## config.mk

```make
export PLATFORM = sky130hd
export DESIGN_NAME = pcbpe_ram
export DESIGN_NICKNAME = d
export VERILOG_FILES = /design/src/rtl/piecewise_cubic_bezier_path_eval_macros.svh /design/src/rtl/pcbpe_ram.sv
export SDC_FILE = /design/constraint.sdc
export NUM_CORES = 1
export LEC_CHECK = 0
export CORE_MARGIN = 1.5
export CORE_UTILIZATION = 45
export CTS_CLUSTER_SIZE = 30
export DETAILED_ROUTE_END_ITERATION = 8
export DONT_BUFFER_PORTS = 1
export GPL_ROUTABILITY_DRIVEN = 0
export SETUP_SLACK_MARGIN = 0.4
export SLEW_MARGIN = 20
export SYNTH_ARGS = -nofsm -noshare
export SYNTH_HDL_FRONTEND = slang
export SYNTH_SLANG_ARGS = --single-unit
```

## constraint.sdc

```tcl
create_clock -name clk_i -period 4.05 [get_ports clk_i]
set_input_delay 0.2025 -clock clk_i [delete_from_list [all_inputs] [get_ports clk_i]]
set_output_delay 0.2025 -clock clk_i [all_outputs]
set_load 0.01 [all_outputs]
```

## src/rtl/piecewise_cubic_bezier_path_eval_macros.svh

```systemverilog
// Assertion macros for the cubic Bezier path evaluator.
// No dependencies; included by the top level.
`ifndef PIECEWISE_CUBIC_BEZIER_PATH_EVAL_MACROS_SVH
`define PIECEWISE_CUBIC_BEZIER_PATH_EVAL_MACROS_SVH
// Check an implication on every rising clock edge outside reset.
`define PCB_ASSERT_IMP(lbl, clk, rstn, ante, cons, msg) \
  lbl: assert property (@(posedge clk) disable iff (!rstn) (ante) |-> (cons)) \
    else $error(msg);
// Check a next-cycle implication outside reset.
`define PCB_ASSERT_NEXT(lbl, clk, rstn, ante, cons, msg) \
  lbl: assert property (@(posedge clk) disable iff (!rstn) (ante) |=> (cons)) \
    else $error(msg);
`endif

```

## src/rtl/pcbpe_ram.sv

```systemverilog
// Generic single-write, registered-read RAM.
// No dependencies.
module pcbpe_ram #(
  parameter int unsigned Width = 32,
  parameter int unsigned Depth = 16
) (
  input  logic                     clk_i,
  input  logic                     we_i,
  input  logic [$clog2(Depth)-1:0] waddr_i,
  input  logic [Width-1:0]         wdata_i,
  input  logic                     re_i,
  input  logic [$clog2(Depth)-1:0] raddr_i,
  output logic [Width-1:0]         rdata_o
);
  logic [Width-1:0] mem_q [Depth];
  always_ff @(posedge clk_i) begin
    if (we_i) begin
      mem_q[waddr_i] <= wdata_i;
    end
    if (re_i) begin
      rdata_o <= mem_q[raddr_i];
    end
  end
endmodule

```

==> summary.txt, run 1 <==
Layout
  • Util after Layout: 52.2%
  • Share of layout cells above drive strength 1: 25.3%
  • Final Cell Area: 23,100 sq um
  • # fillers: 3,380
  • Net count, final: 950
  • Non-filler cells in the finished layout: 1,544
  • Syn-to-layout area delta: 14.3%

Placement
  • I/O Buffers: 0
  • Hpwl dp: 22,900 um
  • Area after DPL: 21,000 sq um
  • Cell count after placement: 1,405

STA
  • Setup_tns: 0 ps
  • Worst rel slew slack: 29.3%
  • Max Freq: 606 MHz
  • Final setup fails: 0
  • RSZ-0062 raised after global routing: false
  • Crit path time final: 1650 ps
  • Slew Viols, Final: 0
  • Final Hold Fails: 0
  • Worst-margin pin slew: 1060 ps
  • Clock Skew: 22.1 ps
  • Period utilization: 40.8%

Hold path
  • HP Class: input port to flip-flop

Floorplanning
  • I/O pin cnt: 75
  • Core area: 44,200 sq um
  • DIE AREA: 46,100 sq um
  • Rows: 77
  • Chip width: 215 um
  • Initial Utilization: 45.6%
  • Die height: 215 um

CTS
  • CTS tree: built
  • Clock Path Buffers: 3
  • Gates resized, CTS repair: 0
  • TritonCTS buffer count: 55
  • Reg clk slew, reported paths: 60 ps
  • CTS Root Cell: clkbuf_16
  • # clock sinks: 544
  • Clk_lat worst skew: 600 ps
  • Max H-tree Level: 2

Route
  • Wire per inst: 27.6 um
  • Antenna Nets Post-Route: 0
  • 1st-pass router iterations: 7
  • Drt first-iter violations: 717
  • DRC errors left: 0
  • Via Count: 8,836
  • WL final: 42,700 um
  • Routed vias/inst: 5.72

Critical path
  • CP top delay family: multiplexers
  • CP startpoint kind: flip-flop
  • Critical Path Sink Type: flip-flop
  • Slowest cell on the critical path: mux4_2
  • Critical path class: flip-flop to flip-flop
  • Max FO, Critical Path: 1
  • Max incr delay on CP: 490 ps
  • Crit path arrival time: 1980 ps
  • CP Buf/Inv Count: 0
  • Worst path cell trace: mux4_2 > a22oi_1 > nand2_1
  • CP Data Required Time: 4380 ps

GRT
  • Grt ovf: 0
  • Initial antenna violation count: 2
  • Vias in the first global route: 9,241
  • Largest net degree at the start of global routing: 129
  • First-pass GRT wire length: 63,200 um
  • GRT Overall Usage: 19.0%

Yosys
  • Cell Area, Synth: 20,200 sq um
  • Register area share after synthesis: 81.0%
  • Post-Synthesis Cells: 838
  • Yosys reg bits: 544
  • Ys Warns: 0
  • Distinct cells, synth: 17
  • Syn avg cell area: 24.1 sq um
  • Syn Nets: 881

Pwr
  • Leakage: 7.16 nW
  • PwrDens: 502 nW/um^2
  • Total power: 11.6 mW
  • Maximum vdd drop: 0.310 mV

Job
  • # Max-Cap Violations: 0

Run status
  • Status: complete, no violations
==> layer usage <==
metal,part of all wire (%),global-route usage (%),vias to the layer above
met1,46,28.8,4730
met5,0.016,0,-
met4,1.6,4.88,2
li1,-,-,3757
met2,45,27.5,293
met3,7.4,5.02,54
==> what timing repair did <==
item                       4_1_cts  5_1_grt
setup endpoints to repair        0        0
buffers inserted                 0        0
hold endpoints to repair       550        0
hold buffers                    35        0
==> power breakdown <==
part / switching [mW] / leakage, nW / total, mW / internal [mW]
clock network: 2.05 / 0.807 / 4.73 / 2.68
registers: 0.0492 / 4.94 / 6.40 / 6.35
logic: 0.254 / 1.41 / 0.460 / 0.205
==> logic make-up (layout without fill, tap and decap cells) <==
logic type	Yosys count	in the layout	share of synthesized area, %
AO/OA/AOI/OAI	64	64	2.38
AND/OR/NAND/NOR	59	59	1.25
buffers and inverters	43	156	1.10
multiplexers	128	128	14.3
other	0	1	0
flip-flops	544	544	81.0
==> placed cells by master, fill, tap and decap left out, types with 4 or more instances in the layout <==
| cell type | n |
|---|---|
| nand2_1 | 33 |
| a22oi_1 | 64 |
| nor2_4 | 13 |
| mux4_2 | 128 |
| dlygate4sd3_1 | 34 |
| clkinv_2 | 7 |
| clkbuf_16 | 55 |
| clkbuf_1 | 15 |
| clkinv_1 | 15 |
| edfxtp_1 | 544 |
| nor3_2 | 4 |
| buf_4 | 16 |
==> metrics by stage <==
stage               setup WS, ps  hold WS, ps
floorplan                    668          301
global placement            1910          302
detailed placement          1800          302
CTS                         2400         7.88
global route                2250         21.1
finish                      2400         69.6
==> worst min-delay path: stages <==
cell	delay, ps
mux4_2	190
a22oi_1	60
nand2_1	50
==> worst paths after layout <==
path,startpoint,endpoint,slack (ps),depth (start not counted)
worst min register to register,mem_q[14][6],rdata_o[6],740,3
worst max-delay path,mem_q[7][9],rdata_o[9],2400,3
worst max register to register,mem_q[7][9],rdata_o[9],2400,3
worst min-delay path,raddr_i[1],rdata_o[7],70,3
==> flip-flops by register name (all words and copies together) (netlist names) <==
signal   flops
rdata_o     32
mem_q      512
==> final cells by class <==
class	instances	area, sq um	share of cell area [%]
repair buffers	55	576	2.49
diodes	1	2.50	0.0108
clock buffers	70	1430	6.21
clock inverters	31	231	1.00
multi-input cells	251	3750	16.3
well taps	592	741	3.21
flip-flops and latches	544	16300	70.8
==> cell usage after synthesis (all sizes together) <==
library cell,number,area share [%]
a22oi,64,2.4
and2,1,0.031
buf,26,0.79
clkbuf,17,0.32
edfxtp,544,81
mux4,128,14
nand2,33,0.61
nand2b,2,0.062
nand3,1,0.025
nand3b,2,0.074
nor2,13,0.24
nor2b,2,0.062
nor3,4,0.099
or3b,1,0.043
No activity file was read; power rests on OpenSTA's default activity.
==> run 2, diff against run 1 <==
--- a/config.mk
+++ b/config.mk
@@ -5,6 +5,7 @@
 export SDC_FILE = /design/constraint.sdc
 export NUM_CORES = 1
 export LEC_CHECK = 0
+export ABC_AREA = 1
 export CORE_MARGIN = 1.5
 export CORE_UTILIZATION = 45
 export CTS_CLUSTER_SIZE = 30
==> constraint.sdc (replaced) <==
create_clock -name clk_i -period 1.6 [get_ports clk_i]
set_input_delay 0.08 -clock clk_i [delete_from_list [all_inputs] [get_ports clk_i]]
set_output_delay 0.08 -clock clk_i [all_outputs]
set_load 0.01 [all_outputs]
==> summary.txt, run 2 <==
Run status
  • Failing checks: hold timing
  • Status: complete, but fails checks

STA
  • Crit path time final: 1230 ps
  • RSZ-0062 raised after global routing: true
  • Slew Viols, Final: 0 (unchanged)
  • Clock Skew: 20.2 ps (-1.91 ps)
  • Worst-margin pin slew: 660 ps (-399 ps)
  • Worst rel slew slack: 55.9% (+27 points)
  • Worst hold slack: -227 ps (-296 ps)
  • Final Hold Fails: 32 (+32)
  • Period utilization: 76.7%
  • Final setup fails: 0 (unchanged)
  • Max Freq: 815 MHz
  • Setup_tns: 0 ps (unchanged)

Critical path
  • Critical Path Sink Type: primary output
  • RR Endpoint: rdata_o[27]
  • Reg2Reg Setup Slack: 470 ps (-1930 ps)
  • Worst reg2reg path depth: 6 (+3)
  • Max FO, Critical Path: 1 (unchanged)
  • FF-to-FF Start: mem_q[15][27]
  • Critical path class: flip-flop to primary output
  • CP startpoint kind: flip-flop
  • Crit path arrival time: 1150 ps (-830 ps)
  • CP Data Required Time: 1520 ps (-2860 ps)

Layout
  • Syn-to-layout area delta: 14.2%
  • Non-filler cells in the finished layout: 2,880 (+87%)
  • Most flops, register: mem_q
  • Util after Layout: 52.3% (+0.10 points)
  • # fillers: 4,306 (+27%)
  • Final Cell Area: 26,300 sq um (+14%)
  • Most frequent cells in the layout: nand2_1, edfxtp_1, inv_1
  • Regs by FF count: mem_q x512, rdata_o x32
  • N_diodes: 0 (-1)
  • Area of the multi-input gates: 4730 sq um (+26%)
  • Most common cell after layout, fill and taps aside: nand2_1
  • Share of layout cells above drive strength 1: 7.34% (-18 points)
  • FF+latch area: 16,300 sq um (unchanged)
  • Max reg flops: 512 (unchanged)
  • Net count, final: 2,207 (+130%)

Route
  • Routed vias/inst: 5.07 (-11%)
  • Drt first-iter violations: 1,244 (+74%)
  • Antenna Nets Post-Route: 0 (unchanged)
  • DRC errors left: 0 (unchanged)
  • 1st-pass router iterations: 6 (-1)
  • Wire per inst: 19.1 um (-31%)
  • Via Count: 14,599 (+65%)
  • WL final: 55,000 um (+29%)

Yosys
  • Main combinational cell family by area after synthesis: simple AND/OR/NAND/NOR gates
  • Syn Nets: 2,163 (+150%)
  • Simple-Gate Fraction of Synth Area: 19.7% (+18 points)
  • Cell Area, Synth: 23,100 sq um (+14%)
  • Ys Warns: 0 (unchanged)
  • Adder-cell share of the synthesized area: 0% (unchanged)
  • Distinct cells, synth: 14 (-3)
  • Post-Synthesis Cells: 2,120 (+150%)
  • Asr flop ratio synth: 0% (unchanged)
  • Register area share after synthesis: 70.9% (-10 points)
  • Synth area leader: edfxtp_1
  • Most used DFF post-synth: edfxtp_1
  • Mux contribution to synthesized area: 0% (-14 points)
  • Post-synth EDFFs: 544 (unchanged)
  • Yosys reg bits: 544 (unchanged)
  • Compound-Gate Fraction of Synth Area: 0% (-2.4 points)
  • Syn avg cell area: 10.9 sq um (-55%)
  • Top cell type's share of synthesized area: 70.9% (-10 points)
  • Synth top cells by count: nand2_1, edfxtp_1, inv_1
  • Most common cell in the netlist: nand2_1
  • XOR/XNOR Fraction of Synth Area: 0% (unchanged)
  • Top post-synthesis cells by area: edfxtp_1, nand2_1, nand3_1

Hold path
  • Worst hold endpoint: rdata_o[3]
  • HP Class: input port to flip-flop
  • Hold Path Cell Cnt: 3 (unchanged)
  • Worst hold start: raddr_i[2]

GRT
  • Initial antenna violation count: 0 (-2)
  • Largest net degree at the start of global routing: 258 (+100%)
  • Grt ovf: 0 (unchanged)
  • First-pass GRT wire length: 84,700 um (+34%)
  • GRT Overall Usage: 21.1% (+2.1 points)
  • Vias in the first global route: 14,057 (+52%)

CTS
  • Clock Path Buffers: 3 (unchanged)
  • Post-CTS setup buffer count: 0 (unchanged)
  • CTS tree: built
  • Max H-tree Level: 2 (unchanged)
  • TritonCTS buffer count: 56 (+1.8%)
  • Reg clk slew, reported paths: 60 ps (about the same)
  • Clk_lat worst skew: 600 ps (about the same)
  • # hold bufs at CTS: 38 (+8.6%)
  • CTS Root Cell: clkbuf_16
  • # clock sinks: 544 (unchanged)

Floorplanning
  • Initial Utilization: 45.8% (+0.14 points)
  • Chip width: 229 um (+6.8%)
  • I/O pin cnt: 75 (unchanged)
  • DIE AREA: 52,600 sq um (+14%)
  • Rows: 82 (+6.5%)
  • Die height: 229 um (+6.8%)
  • Core area: 50,400 sq um (+14%)

Pwr
  • Sw frac: 21.5% (+1.2 points)
  • P_sw: 6.51 mW (+180%)
  • PwrDens: 1150 nW/um^2 (+130%)
  • Share of total power in sequential cells: 53.6% (-1.6 points)
  • Clock power frac: 41.0% (+0.2 points)
  • Int Pwr: 23.7 mW (+160%)
  • Maximum vdd drop: 0.837 mV (+170%)
  • Power share of the combinational group: 5.4% (+1.4 points)
  • Leakage: 10.9 nW (+53%)

Placement
  • Hpwl dp: 28,700 um (+26%)
  • Cell count after placement: 2,740 (+95%)
  • Area after DPL: 24,200 sq um (+15%)
  • I/O Buffers: 0 (unchanged)

Job
  • # Max-Cap Violations: 0 (unchanged)
[run 2: changes by cell type after synthesis, moves of 4 or more]
cell	delta
buf_6	+27
a22oi_1	-64
nor2_1	+4
buf_2	+37
nand3_1	+384
nor3_1	-4
buf_4	-5
mux4_2	-128
nand2_1	+644
buf_1	+5
inv_1	+388
[run 2: cells by family after synthesis]
logic type | Yosys count
and+or+nand+nor | 1081
buffers and inverters | 495
DFF | 544
[run 2: how the worst max path moves through the flow]
stage,slack [ps],end,cells after the start,start
global placement,230,rdata_o[16],7,raddr_i[0]
global route,360,rdata_o[31],0,rdata_o[31]
CTS,330,rdata_o[31],0,rdata_o[31]
detailed placement,230,rdata_o[16],7,raddr_i[0]
floorplan,180,mem_q[10][0],2,waddr_i[2]
finish,370,rdata_o[31],0,rdata_o[31]
[run 2: area by class of cell]
cell class | count | area share, %
Clock buffer | 71 | 5.70
Sequential cell | 544 | 62.0
Multi-Input combinational cell | 1081 | 18.0
Timing Repair Buffer | 91 | 4.58
Clock inverter | 31 | 0.908
Tap cell | 672 | 3.19
Inverter | 390 | 5.62
[run 2: power groups by stage]
stage | logic [mW] | registers, mW | clock network (mW)
finish | 1.62 | 16.2 | 12.4
global route | 1.82 | 16.2 | 13.1
CTS | 1.64 | 16.2 | 12.6
detailed placement | 1.32 | 16.5 | 0
global placement | 1.30 | 16.5 | 0
floorplan | 1.12 | 16.5 | 0
[run 2: layer usage]
layer / GRT usage (%) / part of all wire [%] / vias to the layer above / routed length [um]
li1: - / - / 6961 / -
met4: 5.90 / 1.8 / 0 / 980
met1: 28.8 / 44 / 7167 / 24100
met3: 3.15 / 5.6 / 73 / 3110
met2: 35.3 / 49 / 398 / 26800
met5: 0 / 0 / - / 0
[run 2: per-stage QoR]
stage	power, mW	hold slack, ps	setup WS (ps)
2_1_floorplan	17.6	179	183
4_1_cts	30.5	-264	330
3_3_place_gp	17.8	180	226
3_5_place_dp	17.8	179	233
5_1_grt	31.2	-239	357
6_report	30.2	-227	373
[run 2: repair_timing]
action,4_1_cts,5_1_grt
gates resized for setup,0,3
setup endpoints to repair,3,6
hold endpoints to repair,615,32
pin swaps,0,0
==> run 3, diff against run 2 <==
==> constraint.sdc (replaced) <==
create_clock -name clk_i -period 1 [get_ports clk_i]
set_input_delay 0.05 -clock clk_i [delete_from_list [all_inputs] [get_ports clk_i]]
set_output_delay 0.05 -clock clk_i [all_outputs]
set_load 0.01 [all_outputs]
==> summary.txt, run 3 (synthesis gave the netlist of run 2 again) <==
Route
  • WL final: 55,000 um (about the same)
  • 1st-pass router iterations: 5 (-1)
  • Wire per inst: 19.0 um (-0.24%)
  • Via Count: 14,612 (+0.089%)
  • DRC errors left: 0 (unchanged)
  • Drt first-iter violations: 1,232 (-0.96%)
  • Routed vias/inst: 5.06 (-0.12%)
  • Antenna Nets Post-Route: 0 (unchanged)

Floorplanning
  • Initial Utilization: 45.8% (unchanged)
  • Chip width: 229 um (unchanged)
  • I/O pin cnt: 75 (unchanged)
  • Die height: 229 um (unchanged)
  • Core area: 50,400 sq um (unchanged)
  • Rows: 82 (unchanged)
  • DIE AREA: 52,600 sq um (unchanged)

GRT
  • Initial antenna violation count: 0 (unchanged)
  • Largest net degree at the start of global routing: 258 (unchanged)
  • GRT Overall Usage: 21.3% (+0.19 points)
  • Vias in the first global route: 14,230 (+1.2%)
  • Grt ovf: 0 (unchanged)
  • First-pass GRT wire length: 85,100 um (+0.48%)

STA
  • Crit path time final: 1160 ps
  • Period utilization: 116%
  • Setup_tns: -4170 ps (-4170 ps)
  • Slew Viols, Final: 0 (unchanged)
  • Max Freq: 864 MHz
  • Clock Skew: 29.4 ps (+9.19 ps)
  • Worst-margin pin slew: 567 ps (-92.4 ps)
  • Final setup margin: -158 ps (-531 ps)
  • Final setup fails: 63 (+63)
  • Worst rel slew slack: 62.2% (+6.3 points)
  • Final Hold Fails: 327 (+920%)
  • RSZ-0062 raised after global routing: true
  • Worst hold slack: -430 ps (-203 ps)

Critical path
  • CP Data Required Time: 950 ps (-570 ps)
  • Critical path class: flip-flop to primary output
  • Critical Path Sink Type: primary output
  • Reg2Reg Setup Slack: -60 ps (-530 ps)
  • Max FO, Critical Path: 1 (unchanged)
  • CP startpoint kind: flip-flop
  • Crit path arrival time: 1110 ps (-40 ps)

CTS
  • # hold bufs at CTS: 32 (-16%)
  • # clock sinks: 544 (unchanged)
  • Reg clk slew, reported paths: 60 ps (about the same)
  • CTS Root Cell: clkbuf_16
  • Clk_lat worst skew: 630 ps (+30 ps)
  • TritonCTS buffer count: 56 (unchanged)
  • Clock Path Buffers: 3 (unchanged)
  • CTS tree: built
  • Max H-tree Level: 2 (unchanged)
  • Post-CTS setup buffer count: 0 (unchanged)

Pwr
  • Total power: 48.6 mW (+61%)
  • Leakage: 11.4 nW (+4.1%)
  • Maximum vdd drop: 1.43 mV (+70%)
  • PwrDens: 1800 nW/um^2 (+57%)

Layout
  • Share of layout cells above drive strength 1: 11.8% (+4.5 points)
  • Syn-to-layout area delta: 17.0%
  • N_diodes: 0 (unchanged)
  • Most flops, register: mem_q
  • Most common cell after layout, fill and taps aside: nand2_1
  • Max reg flops: 512 (unchanged)
  • Regs by FF count: mem_q x512, rdata_o x32
  • Most frequent cells in the layout: nand2_1, edfxtp_1, inv_1
  • Net count, final: 2,216 (+0.41%)

Run status
  • Failing checks: hold timing, setup timing
  • Status: complete, but fails checks

Job
  • # Max-Cap Violations: 0 (unchanged)

Placement
  • Post-place setup slack: -220 ps (-453 ps)
  • I/O Buffers: 0 (unchanged)
  • Hpwl dp: 29,300 um (+2.3%)

Hold path
  • HP Class: input port to flip-flop
[run 3: area by class of cell]
type	count	area, sq um
clock buffers	71	1460
clock inverters	28	280
fillers	4233	23400
inverters	390	1480
multi-input cells	1081	5160
flip-flops and latches	544	16300
well taps	672	841
repair buffers	100	1420
[run 3: timing repair]
item                                    4_1_cts  5_1_grt
endpoints found under the setup margin       64      417
cloned                                        0        0
resized for setup                            18      101
pin swaps                                    56       99
endpoints found under the hold margin       970      400
[run 3: routing by layer]
| metal | vias to the layer above | share of wire (%) | GRT usage [%] |
|---|---|---|---|
| li1 | 6981 | - | - |
| met1 | 7144 | 43 | 29.2 |
| met2 | 388 | 48 | 34.9 |
| met3 | 99 | 5.6 | 3.52 |
| met4 | 0 | 2.5 | 6.60 |
| met5 | - | 0 | 0 |
[run 3: worst paths after layout]
path                              startpoint           to  depth (start not counted)
worst min register to register  mem_q[5][16]  rdata_o[16]                          6
worst min-delay path                    re_i  rdata_o[23]                          0
worst max register to register  mem_q[7][15]  rdata_o[15]                          6
worst max-delay path              rdata_o[7]   rdata_o[7]                          0
[run 3: worst register-to-register path, delay by kind of cell, from the launching register on]
| family | cells | cell delay [ps] |
|---|---|---|
| AND/OR/NAND/NOR | 6 | 440 |
| flip-flops | 1 | 370 |
[run 3: power breakdown]
part / internal, mW / total [mW] / switching [mW] / leakage [nW]
Clock: 11.5 / 20.1 / 8.52 / 0.843
Combinational: 0.950 / 2.60 / 1.65 / 5.59
Sequential: 25.7 / 25.9 / 0.223 / 4.94
Total: 38.2 / 48.6 / 10.4 / 11.4
[run 3: stage by stage]
stage                     area, sq um  cells  util, %
final                           27000   2886     53.6
after global routing            27000   2886     53.6
after CTS                       26600   2886     52.7
after detailed placement        24400   2755     48.5
after global placement          24400   2755     48.5
after floorplan                 23300   2120        -
